[config.mk]
export PLATFORM = sky130hd
export DESIGN_NAME = utf16_to_utf8_transcoder
export DESIGN_NICKNAME = d
export VERILOG_FILES = /design/src/rtl/u2u8_pkg.sv /design/src/rtl/u2u8_front.sv /design/src/rtl/u2u8_queue.sv /design/src/rtl/u2u8_back.sv /design/src/rtl/utf16_to_utf8_transcoder.sv
export VERILOG_INCLUDE_DIRS = /design/src /design/src/rtl
export SDC_FILE = /design/constraint.sdc
export NUM_CORES = 1
export LEC_CHECK = 0
export BUFFER_PORTS_ARGS = -buffer_cell sky130_fd_sc_hd__clkbuf_2
export CAP_MARGIN = 10
export CORE_ASPECT_RATIO = 2
export CORE_UTILIZATION = 55
export CTS_CLUSTER_SIZE = 10
export DETAILED_ROUTE_END_ITERATION = 16
export HOLD_SLACK_MARGIN = 0.02
export PLACE_DENSITY = 0.72
export SLEW_MARGIN = 20
export SYNTH_ARGS = -nofsm -noshare
export SYNTH_HDL_FRONTEND = slang
export SYNTH_HIERARCHICAL = 1
export SYNTH_SLANG_ARGS = --single-unit
export TNS_END_PERCENT = 1
[constraint.sdc]
create_clock -name clk -period 4.35 [get_ports clk]
set_input_delay 0.435 -clock clk [delete_from_list [all_inputs] [get_ports clk]]
set_output_delay 0.435 -clock clk [all_outputs]
set_load 0.05 [all_outputs]
[src/rtl/utf16_to_utf8_transcoder_assert.svh]
// assertion macros used by the transcoder back end
`ifndef UTF16_TO_UTF8_TRANSCODER_ASSERT_SVH
`define UTF16_TO_UTF8_TRANSCODER_ASSERT_SVH
`ifndef ASSERT_OFF
`define U2U8_ASSERT_ALWAYS(label, clk, rst, cond) \
  label: assert property (@(posedge clk) disable iff (rst) (cond)) \
    else $error("assertion failed");
`define U2U8_ASSERT_IMPLY(label, clk, rst, ante, cons) \
  label: assert property (@(posedge clk) disable iff (rst) (ante) |-> (cons)) \
    else $error("assertion failed");
`else
`define U2U8_ASSERT_ALWAYS(label, clk, rst, cond)
`define U2U8_ASSERT_IMPLY(label, clk, rst, ante, cons)
`endif
`endif

[src/rtl/u2u8_pkg.sv]
// types, constants and encode helper for the utf16 to utf8 transcoder
`timescale 1ns / 1ps
`default_nettype none
package u2u8_pkg;

  localparam int QDEPTH = 2;
  localparam int QPTW   = (QDEPTH > 1) ? $clog2(QDEPTH) : 1;
  localparam int QCNTW  = $clog2(QDEPTH + 1);
  localparam int MAXB   = 6;

  localparam logic [5:0] HIGH_TAG = 6'b110110;
  localparam logic [5:0] LOW_TAG  = 6'b110111;
  localparam logic [7:0] LEAD2    = 8'hC0;
  localparam logic [7:0] LEAD3    = 8'hE0;
  localparam logic [7:0] LEAD4    = 8'hF0;
  localparam logic [7:0] CONT     = 8'h80;
  localparam logic [15:0] MAX1    = 16'h007F;
  localparam logic [15:0] MAX2    = 16'h07FF;
  localparam logic [20:0] SUPP_BASE = 21'h010000;

  typedef struct packed {
    logic [2:0][7:0] b;
    logic [1:0]      n;
  } bmp_t;

  typedef struct packed {
    logic [MAXB-1:0][7:0] b;
    logic [2:0]           cnt;
    logic                 last;
  } job_t;

  function automatic bmp_t enc_bmp(input logic [15:0] u);
    bmp_t r;
    r.b = '0;
    if (u <= MAX1) begin
      r.n    = 2'd1;
      r.b[0] = u[7:0];
    end else if (u <= MAX2) begin
      r.n    = 2'd2;
      r.b[0] = LEAD2 | {3'b000, u[10:6]};
      r.b[1] = CONT | {2'b00, u[5:0]};
    end else begin
      r.n    = 2'd3;
      r.b[0] = LEAD3 | {4'b0000, u[15:12]};
      r.b[1] = CONT | {2'b00, u[11:6]};
      r.b[2] = CONT | {2'b00, u[5:0]};
    end
    return r;
  endfunction

endpackage
`default_nettype wire

[src/rtl/u2u8_front.sv]
// front end: accepts code units, pairs surrogates, builds byte jobs
`timescale 1ns / 1ps
`default_nettype none
module u2u8_front (
  input  wire logic           clk,
  input  wire logic           rst,
  input  wire logic           in_valid,
  output logic                in_ready,
  input  wire logic [15:0]    code_unit,
  input  wire logic           string_last,
  input  wire logic           q_full,
  output logic                q_push,
  output u2u8_pkg::job_t      q_data
);
  import u2u8_pkg::*;

  logic       held_valid, held_valid_next;
  logic [9:0] held_high_bits, held_high_bits_next;
  logic       is_high, is_low, accept;
  logic [20:0] cp;
  bmp_t       enc_held, enc_unit;

  assign is_high  = code_unit[15:10] == HIGH_TAG;
  assign is_low   = code_unit[15:10] == LOW_TAG;
  assign in_ready = !q_full;
  assign accept   = in_valid && in_ready;
  assign cp       = {1'b0, held_high_bits, code_unit[9:0]} + SUPP_BASE;
  assign enc_held = enc_bmp({HIGH_TAG, held_high_bits});
  assign enc_unit = enc_bmp(code_unit);

  always_comb begin
    q_data              = '0;
    q_data.last         = string_last;
    held_valid_next     = held_valid;
    held_high_bits_next = held_high_bits;
    if (held_valid && is_low) begin
      q_data.b[0]         = LEAD4 | {5'b00000, cp[20:18]};
      q_data.b[1]         = CONT | {2'b00, cp[17:12]};
      q_data.b[2]         = CONT | {2'b00, cp[11:6]};
      q_data.b[3]         = CONT | {2'b00, cp[5:0]};
      q_data.cnt          = 3'd4;
      held_valid_next     = 1'b0;
      held_high_bits_next = '0;
    end else if (held_valid) begin
      q_data.b[2:0]       = enc_held.b;
      held_valid_next     = 1'b0;
      held_high_bits_next = '0;
      if (is_high && !string_last) begin
        q_data.cnt          = 3'd3;
        held_valid_next     = 1'b1;
        held_high_bits_next = code_unit[9:0];
      end else begin
        q_data.b[5:3] = enc_unit.b;
        q_data.cnt    = 3'd3 + {1'b0, enc_unit.n};
      end
    end else if (is_high && !string_last) begin
      q_data.cnt          = 3'd0;
      held_valid_next     = 1'b1;
      held_high_bits_next = code_unit[9:0];
    end else begin
      q_data.b[2:0] = enc_unit.b;
      q_data.cnt    = {1'b0, enc_unit.n};
    end
  end

  assign q_push = accept && (q_data.cnt != 3'd0);

  always_ff @(posedge clk) begin
    if (rst) begin
      held_valid     <= 1'b0;
      held_high_bits <= '0;
    end else if (accept) begin
      held_valid     <= held_valid_next;
      held_high_bits <= held_high_bits_next;
    end
  end

endmodule
`default_nettype wire

[src/rtl/u2u8_queue.sv]
// short job queue between front and back ends
`timescale 1ns / 1ps
`default_nettype none
module u2u8_queue (
  input  wire logic           clk,
  input  wire logic           rst,
  input  wire logic           push,
  input  wire u2u8_pkg::job_t push_data,
  output logic                full,
  input  wire logic           pop,
  output u2u8_pkg::job_t      pop_data,
  output logic                empty
);
  import u2u8_pkg::*;

  job_t             entries [QDEPTH];
  logic [QPTW-1:0]  wr_ptr, rd_ptr;
  logic [QCNTW-1:0] count;

  assign full     = count == QCNTW'(QDEPTH);
  assign empty    = count == '0;
  assign pop_data = entries[rd_ptr];

  always_ff @(posedge clk) begin
    if (push) begin
      entries[wr_ptr] <= push_data;
    end
  end

  always_ff @(posedge clk) begin
    if (rst) begin
      wr_ptr <= '0;
      rd_ptr <= '0;
      count  <= '0;
    end else begin
      if (push) begin
        wr_ptr <= (wr_ptr == QPTW'(QDEPTH - 1)) ? '0 : wr_ptr + 1'b1;
      end
      if (pop) begin
        rd_ptr <= (rd_ptr == QPTW'(QDEPTH - 1)) ? '0 : rd_ptr + 1'b1;
      end
      if (push && !pop) begin
        count <= count + 1'b1;
      end else if (pop && !push) begin
        count <= count - 1'b1;
      end
    end
  end

endmodule
`default_nettype wire

[src/rtl/u2u8_back.sv]
// back end: walks one job a byte at a time onto the output stream
`timescale 1ns / 1ps
`default_nettype none
`include "utf16_to_utf8_transcoder_assert.svh"
module u2u8_back (
  input  wire logic           clk,
  input  wire logic           rst,
  input  wire logic           q_empty,
  input  wire u2u8_pkg::job_t q_data,
  output logic                q_pop,
  output logic                out_valid,
  input  wire logic           out_ready,
  output logic [7:0]          utf8_byte,
  output logic                run_last,
  output logic                string_end
);
  import u2u8_pkg::*;

  job_t       cur;
  logic       cur_valid;
  logic [2:0] idx;
  logic       done, load;

  assign done       = idx == (cur.cnt - 3'd1);
  assign load       = !cur_valid || (out_ready && done);
  assign q_pop      = load && !q_empty;
  assign out_valid  = cur_valid;
  assign utf8_byte  = cur.b[idx];
  assign run_last   = done;
  assign string_end = done && cur.last;

  always_ff @(posedge clk) begin
    if (q_pop) begin
      cur <= q_data;
    end
  end

  always_ff @(posedge clk) begin
    if (rst) begin
      cur_valid <= 1'b0;
      idx       <= '0;
    end else if (load) begin
      cur_valid <= !q_empty;
      idx       <= '0;
    end else if (out_ready) begin
      idx <= idx + 3'd1;
    end
  end

  `U2U8_ASSERT_IMPLY(a_idx_in_job, clk, rst, cur_valid, idx < cur.cnt)
  `U2U8_ASSERT_IMPLY(a_job_nonempty, clk, rst, cur_valid, cur.cnt != 3'd0)
  `U2U8_ASSERT_IMPLY(a_end_on_run_last, clk, rst, out_valid && string_end, run_last)

endmodule
`default_nettype wire

[src/rtl/utf16_to_utf8_transcoder.sv]
// top level of the utf16 to utf8 transcoder
//
//  channel  dir  payload                         accept
//  s_axis   in   tdata code_unit, tlast last     tvalid & tready
//  m_axis   out  tdata byte, tlast run, tuser    tvalid & tready
//
// one code unit is taken per cycle while the job queue has room
// output runs one byte per cycle while m_axis_tready is high: 1 to 3 bytes per
// bmp unit, 4 per pair, up to 6; the back end serializer sets the sustained rate
// rst is synchronous and clears the held surrogate, queue and output stage
// a stalled output fills the queue, then drops s_axis_tready
`timescale 1ns / 1ps
`default_nettype none
module utf16_to_utf8_transcoder (
  input  wire logic        clk,
  input  wire logic        rst,
  input  wire logic        s_axis_tvalid,
  output logic             s_axis_tready,
  input  wire logic [15:0] s_axis_tdata,  // [15:0] code_unit
  input  wire logic        s_axis_tlast,
  output logic             m_axis_tvalid,
  input  wire logic        m_axis_tready,
  output logic [7:0]       m_axis_tdata,  // [7:0] utf8_byte
  output logic             m_axis_tlast,
  output logic             m_axis_tuser   // [0] string_end
);
  import u2u8_pkg::*;

  logic q_push, q_full, q_pop, q_empty;
  job_t push_data, pop_data;

  u2u8_front u_front (
    .clk         (clk),
    .rst         (rst),
    .in_valid    (s_axis_tvalid),
    .in_ready    (s_axis_tready),
    .code_unit   (s_axis_tdata),
    .string_last (s_axis_tlast),
    .q_full      (q_full),
    .q_push      (q_push),
    .q_data      (push_data)
  );

  u2u8_queue u_queue (
    .clk       (clk),
    .rst       (rst),
    .push      (q_push),
    .push_data (push_data),
    .full      (q_full),
    .pop       (q_pop),
    .pop_data  (pop_data),
    .empty     (q_empty)
  );

  u2u8_back u_back (
    .clk        (clk),
    .rst        (rst),
    .q_empty    (q_empty),
    .q_data     (pop_data),
    .q_pop      (q_pop),
    .out_valid  (m_axis_tvalid),
    .out_ready  (m_axis_tready),
    .utf8_byte  (m_axis_tdata),
    .run_last   (m_axis_tlast),
    .string_end (m_axis_tuser)
  );

endmodule
`default_nettype wire

==> impl_metrics.py <==
metrics = {
    "pwr": {
        "p_per_area_nw_per_um2": 593,
        "peakVddDrop_v": 0.000300,
        "leakagePower_uw": 0.00291,
        "p_total_uw": 5030,
    },
    "setup_path": {
        "crit_buf_inv": 1,
        "critPathMaxFanout": 53,
        "crit_required_ps": 4400,
        "crit_path_top_delay_cell": "dfxtp_1",
        "end_kind": "flip-flop",
        "worstPathCellList": "xnor2_1, o41ai_2, nor2b_4, buf_4",
        "arrival_ps": 2820,
        "crit_family": "flip-flops",
        "worstSetupPathType": "flip-flop to flip-flop",
        "crit_path_start_kind": "flip-flop",
        "slowest_delay_ps": 780,
    },
    "synth": {
        "synth.avg_cell_area_um2": 15.6,
        "ys_seq_elements": 176,
        "synth_area_um2": 7590,
        "yosysWarnings": 6,
        "synth_seq_area_share": 0.670,
        "yosysUniqueCellTypes": 56,
        "syn_inst": 487,
    },
    "clock_tree": {
        "clk_pin_slew_ps": 70,
        "root_buffer": "clkbuf_16",
        "post_cts_resize_count": 0,
        "cts_tree": "built",
        "cts_max_path_buffers": 2,
        "cts_made_buffers": 17,
        "cts_sinks": 176,
        "cts_setup_buffers": 0,
        "ctsHoldBuffers": 0,
        "cts.htree.levels": 4,
        "insertion_delay_ps": 420,
    },
    "hold_path": {
        "hold_class": "input port to flip-flop",
    },
    "finish": {
        "nets": 547,
        "antenna_cells": 0,
        "final_area_um2": 8480,
        "fill_cells": 970,
        "final_util": 0.631,
        "synthToLayoutAreaGrowth_pct": 11.8,
        "layout-drive-gt1-share": 0.307,
    },
    "sta": {
        "tns_ps": 0,
        "fmax_ghz": 0.361,
        "rsz0062_at_grt": "false",
        "worst_pin_slew_ps": 949,
        "skew_ps": 9.59,
        "hold_viol": 0,
        "fin_crit_sh": 0.636,
        "hold_slack_ps": 318,
        "period_needed_ps": 2770,
        "final-setup-viol-count": 0,
        "maxSlewHeadroom": 0.367,
        "finalMaxSlewViolations": 0,
    },
    "grt": {
        "globalRouteTotalUtil": 0.219,
        "grt_overflow": 0,
        "grt_pass1_vias": 4289,
        "grt_pass1_wl_mm": 22.8,
        "antenna_found_initial": 0,
        "grt_max_degree": 54,
    },
    "floorplan": {
        "fp.dieH_um": 168,
        "ios": 33,
        "die-area_um2": 14300,
        "start_util": 0.565,
        "dieWidth_um": 85.1,
        "row_count": 60,
        "coreArea_um2": 13400,
    },
    "route": {
        "vias": 4157,
        "first_pass_iters": 4,
        "via_per_inst": 6.02,
        "route.detailed.drc": 0,
        "wl_per_cell_um": 21.3,
        "routed_wl_mm": 14.7,
        "antenna_left": 0,
        "drtIter0Drc": 298,
    },
    "placed_design": {
        "io_buffers": 32,
        "gp_congestion": 0.940,
        "placed_area_um2": 7880,
        "dpl.hpwl_mm": 10.3,
    },
    "flow_run": {
        "cap_violations": 0,
    },
    "status": {
        "status": "finished, final reports clean",
    },
}
cells in the mapped netlist (all sizes together):
cell type | instances | area, µm²
edfxtp | 156 | 4680
mux2 | 52 | 586
buf | 24 | 163
nor2 | 21 | 86.3
a21oi | 20 | 119
dfxtp | 20 | 400
inv | 20 | 75.1
mux2i | 19 | 190
o22ai | 18 | 113
o21ai | 13 | 65.1
nand2 | 11 | 41.3
a22o | 10 | 87.6
nor4b | 9 | 119
and2 | 8 | 50.1
clkbuf | 8 | 30.0
mux4 | 8 | 180
nor3 | 7 | 57.6
o2bb2ai | 6 | 52.6
xnor2 | 6 | 60.1
nand3 | 5 | 25.0
ha | 4 | 50.1
nand2b | 4 | 25.0
nor2b | 4 | 25.0
nor4 | 4 | 40.0
xor2 | 4 | 35.0
or2 | 3 | 18.8
or4 | 3 | 30.0
a31o | 2 | 17.5
a31oi | 2 | 12.5
o311ai | 2 | 17.5
o31ai | 2 | 15.0
o41ai | 2 | 25.0
or3 | 2 | 12.5
a21boi | 1 | 7.51
a21o | 1 | 7.51
a221oi | 1 | 8.76
a41oi | 1 | 8.76
and2b | 1 | 8.76
conb | 1 | 3.75
o221a | 1 | 11.3
xor3 | 1 | 23.8
flip-flops by register name (all words and copies together) (netlist names), named ones only:
register	count
u_back/cur	52
u_back/idx	3
u_back/out_valid	1
u_front/held_high_bits	10
u_front/held_valid	1
u_queue/count	2
u_queue/entries	104
u_queue/rd_ptr	1
u_queue/wr_ptr	1
power by group:
| group | internal (µW) | switching [µW] | total (µW) | leakage [µW] |
|---|---|---|---|---|
| clock | 877 | 660 | 1540 | 0.000303 |
| combinational | 410 | 653 | 1060 | 0.00101 |
| sequential | 2330 | 99.4 | 2430 | 0.00159 |
metrics by stage:
step,setup slack [ps],std cells
after global placement,1370,658
after detailed placement,1350,658
after floorplan,130,490
after global routing,1390,690
after CTS,1510,690
final,1580,690
cell type report:
| class | instances | area, µm² | share of cell area |
|---|---|---|---|
| clock inverter | 15 | 183 | 0.0215 |
| timing repair buffer | 45 | 258 | 0.0304 |
| clock buffer | 17 | 425 | 0.0501 |
| inverter | 20 | 75.1 | 0.00885 |
| tap | 155 | 194 | 0.0229 |
| sequential | 176 | 5090 | 0.599 |
| multi-input combinational | 262 | 2260 | 0.267 |
layer usage:
metal | up-vias | global-route usage | routed length [µm]
met5 | - | 0 | 0
met4 | 0 | 0.128 | 581
met3 | 36 | 0.0348 | 468
met2 | 121 | 0.396 | 8090
met1 | 2049 | 0.236 | 5580
li1 | 1951 | - | -
final timing paths:
path                                  from  cells past startpoint                         endpoint  slack (ps)
min                           s_axis_tlast                      1  u_queue/entries[1][0]$_DFFE_PP_         320
max             u_back/idx[1]$_SDFFE_PP0P_                      4         u_back/cur[29]$_DFFE_PP_        1580
min reg2reg  u_queue/count[1]$_SDFFE_PP0P_                      2    u_queue/count[1]$_SDFFE_PP0P_         510
max reg2reg     u_back/idx[1]$_SDFFE_PP0P_                      4         u_back/cur[29]$_DFFE_PP_        1580
kinds of logic after synthesis:
| family | Yosys count | synth area share |
|---|---|---|
| compound gates | 82 | 0.0749 |
| fa+ha+maj | 4 | 0.00660 |
| other cells | 1 | 0.000494 |
| flops | 176 | 0.670 |
| simple gates | 82 | 0.0711 |
| buf+inv | 52 | 0.0353 |
| mux | 79 | 0.126 |
| xor+xnor | 11 | 0.0157 |
layout by cell type, fill, tap and decap left out, types with 3 or more instances in the layout:
master / instances
edfxtp_1: 156
mux2_2: 52
clkbuf_2: 32
inv_1: 20
nor2_1: 20
mux2i_1: 19
dfxtp_1: 19
o22ai_1: 18
clkbuf_16: 17
a21oi_1: 15
buf_4: 13
nand2_1: 11
a22o_1: 10
o21ai_0: 9
mux4_2: 8
and2_1: 7
inv_6: 6
o2bb2ai_1: 6
inv_8: 5
xnor2_1: 5
nor3_1: 5
nand3_1: 5
a21oi_2: 5
nand2b_1: 4
xor2_1: 4
nor4b_1: 4
ha_1: 4
nor4b_2: 4
o21ai_1: 4
conb_1: 4
nor4_1: 3
(Power assumes the default switching activity.)
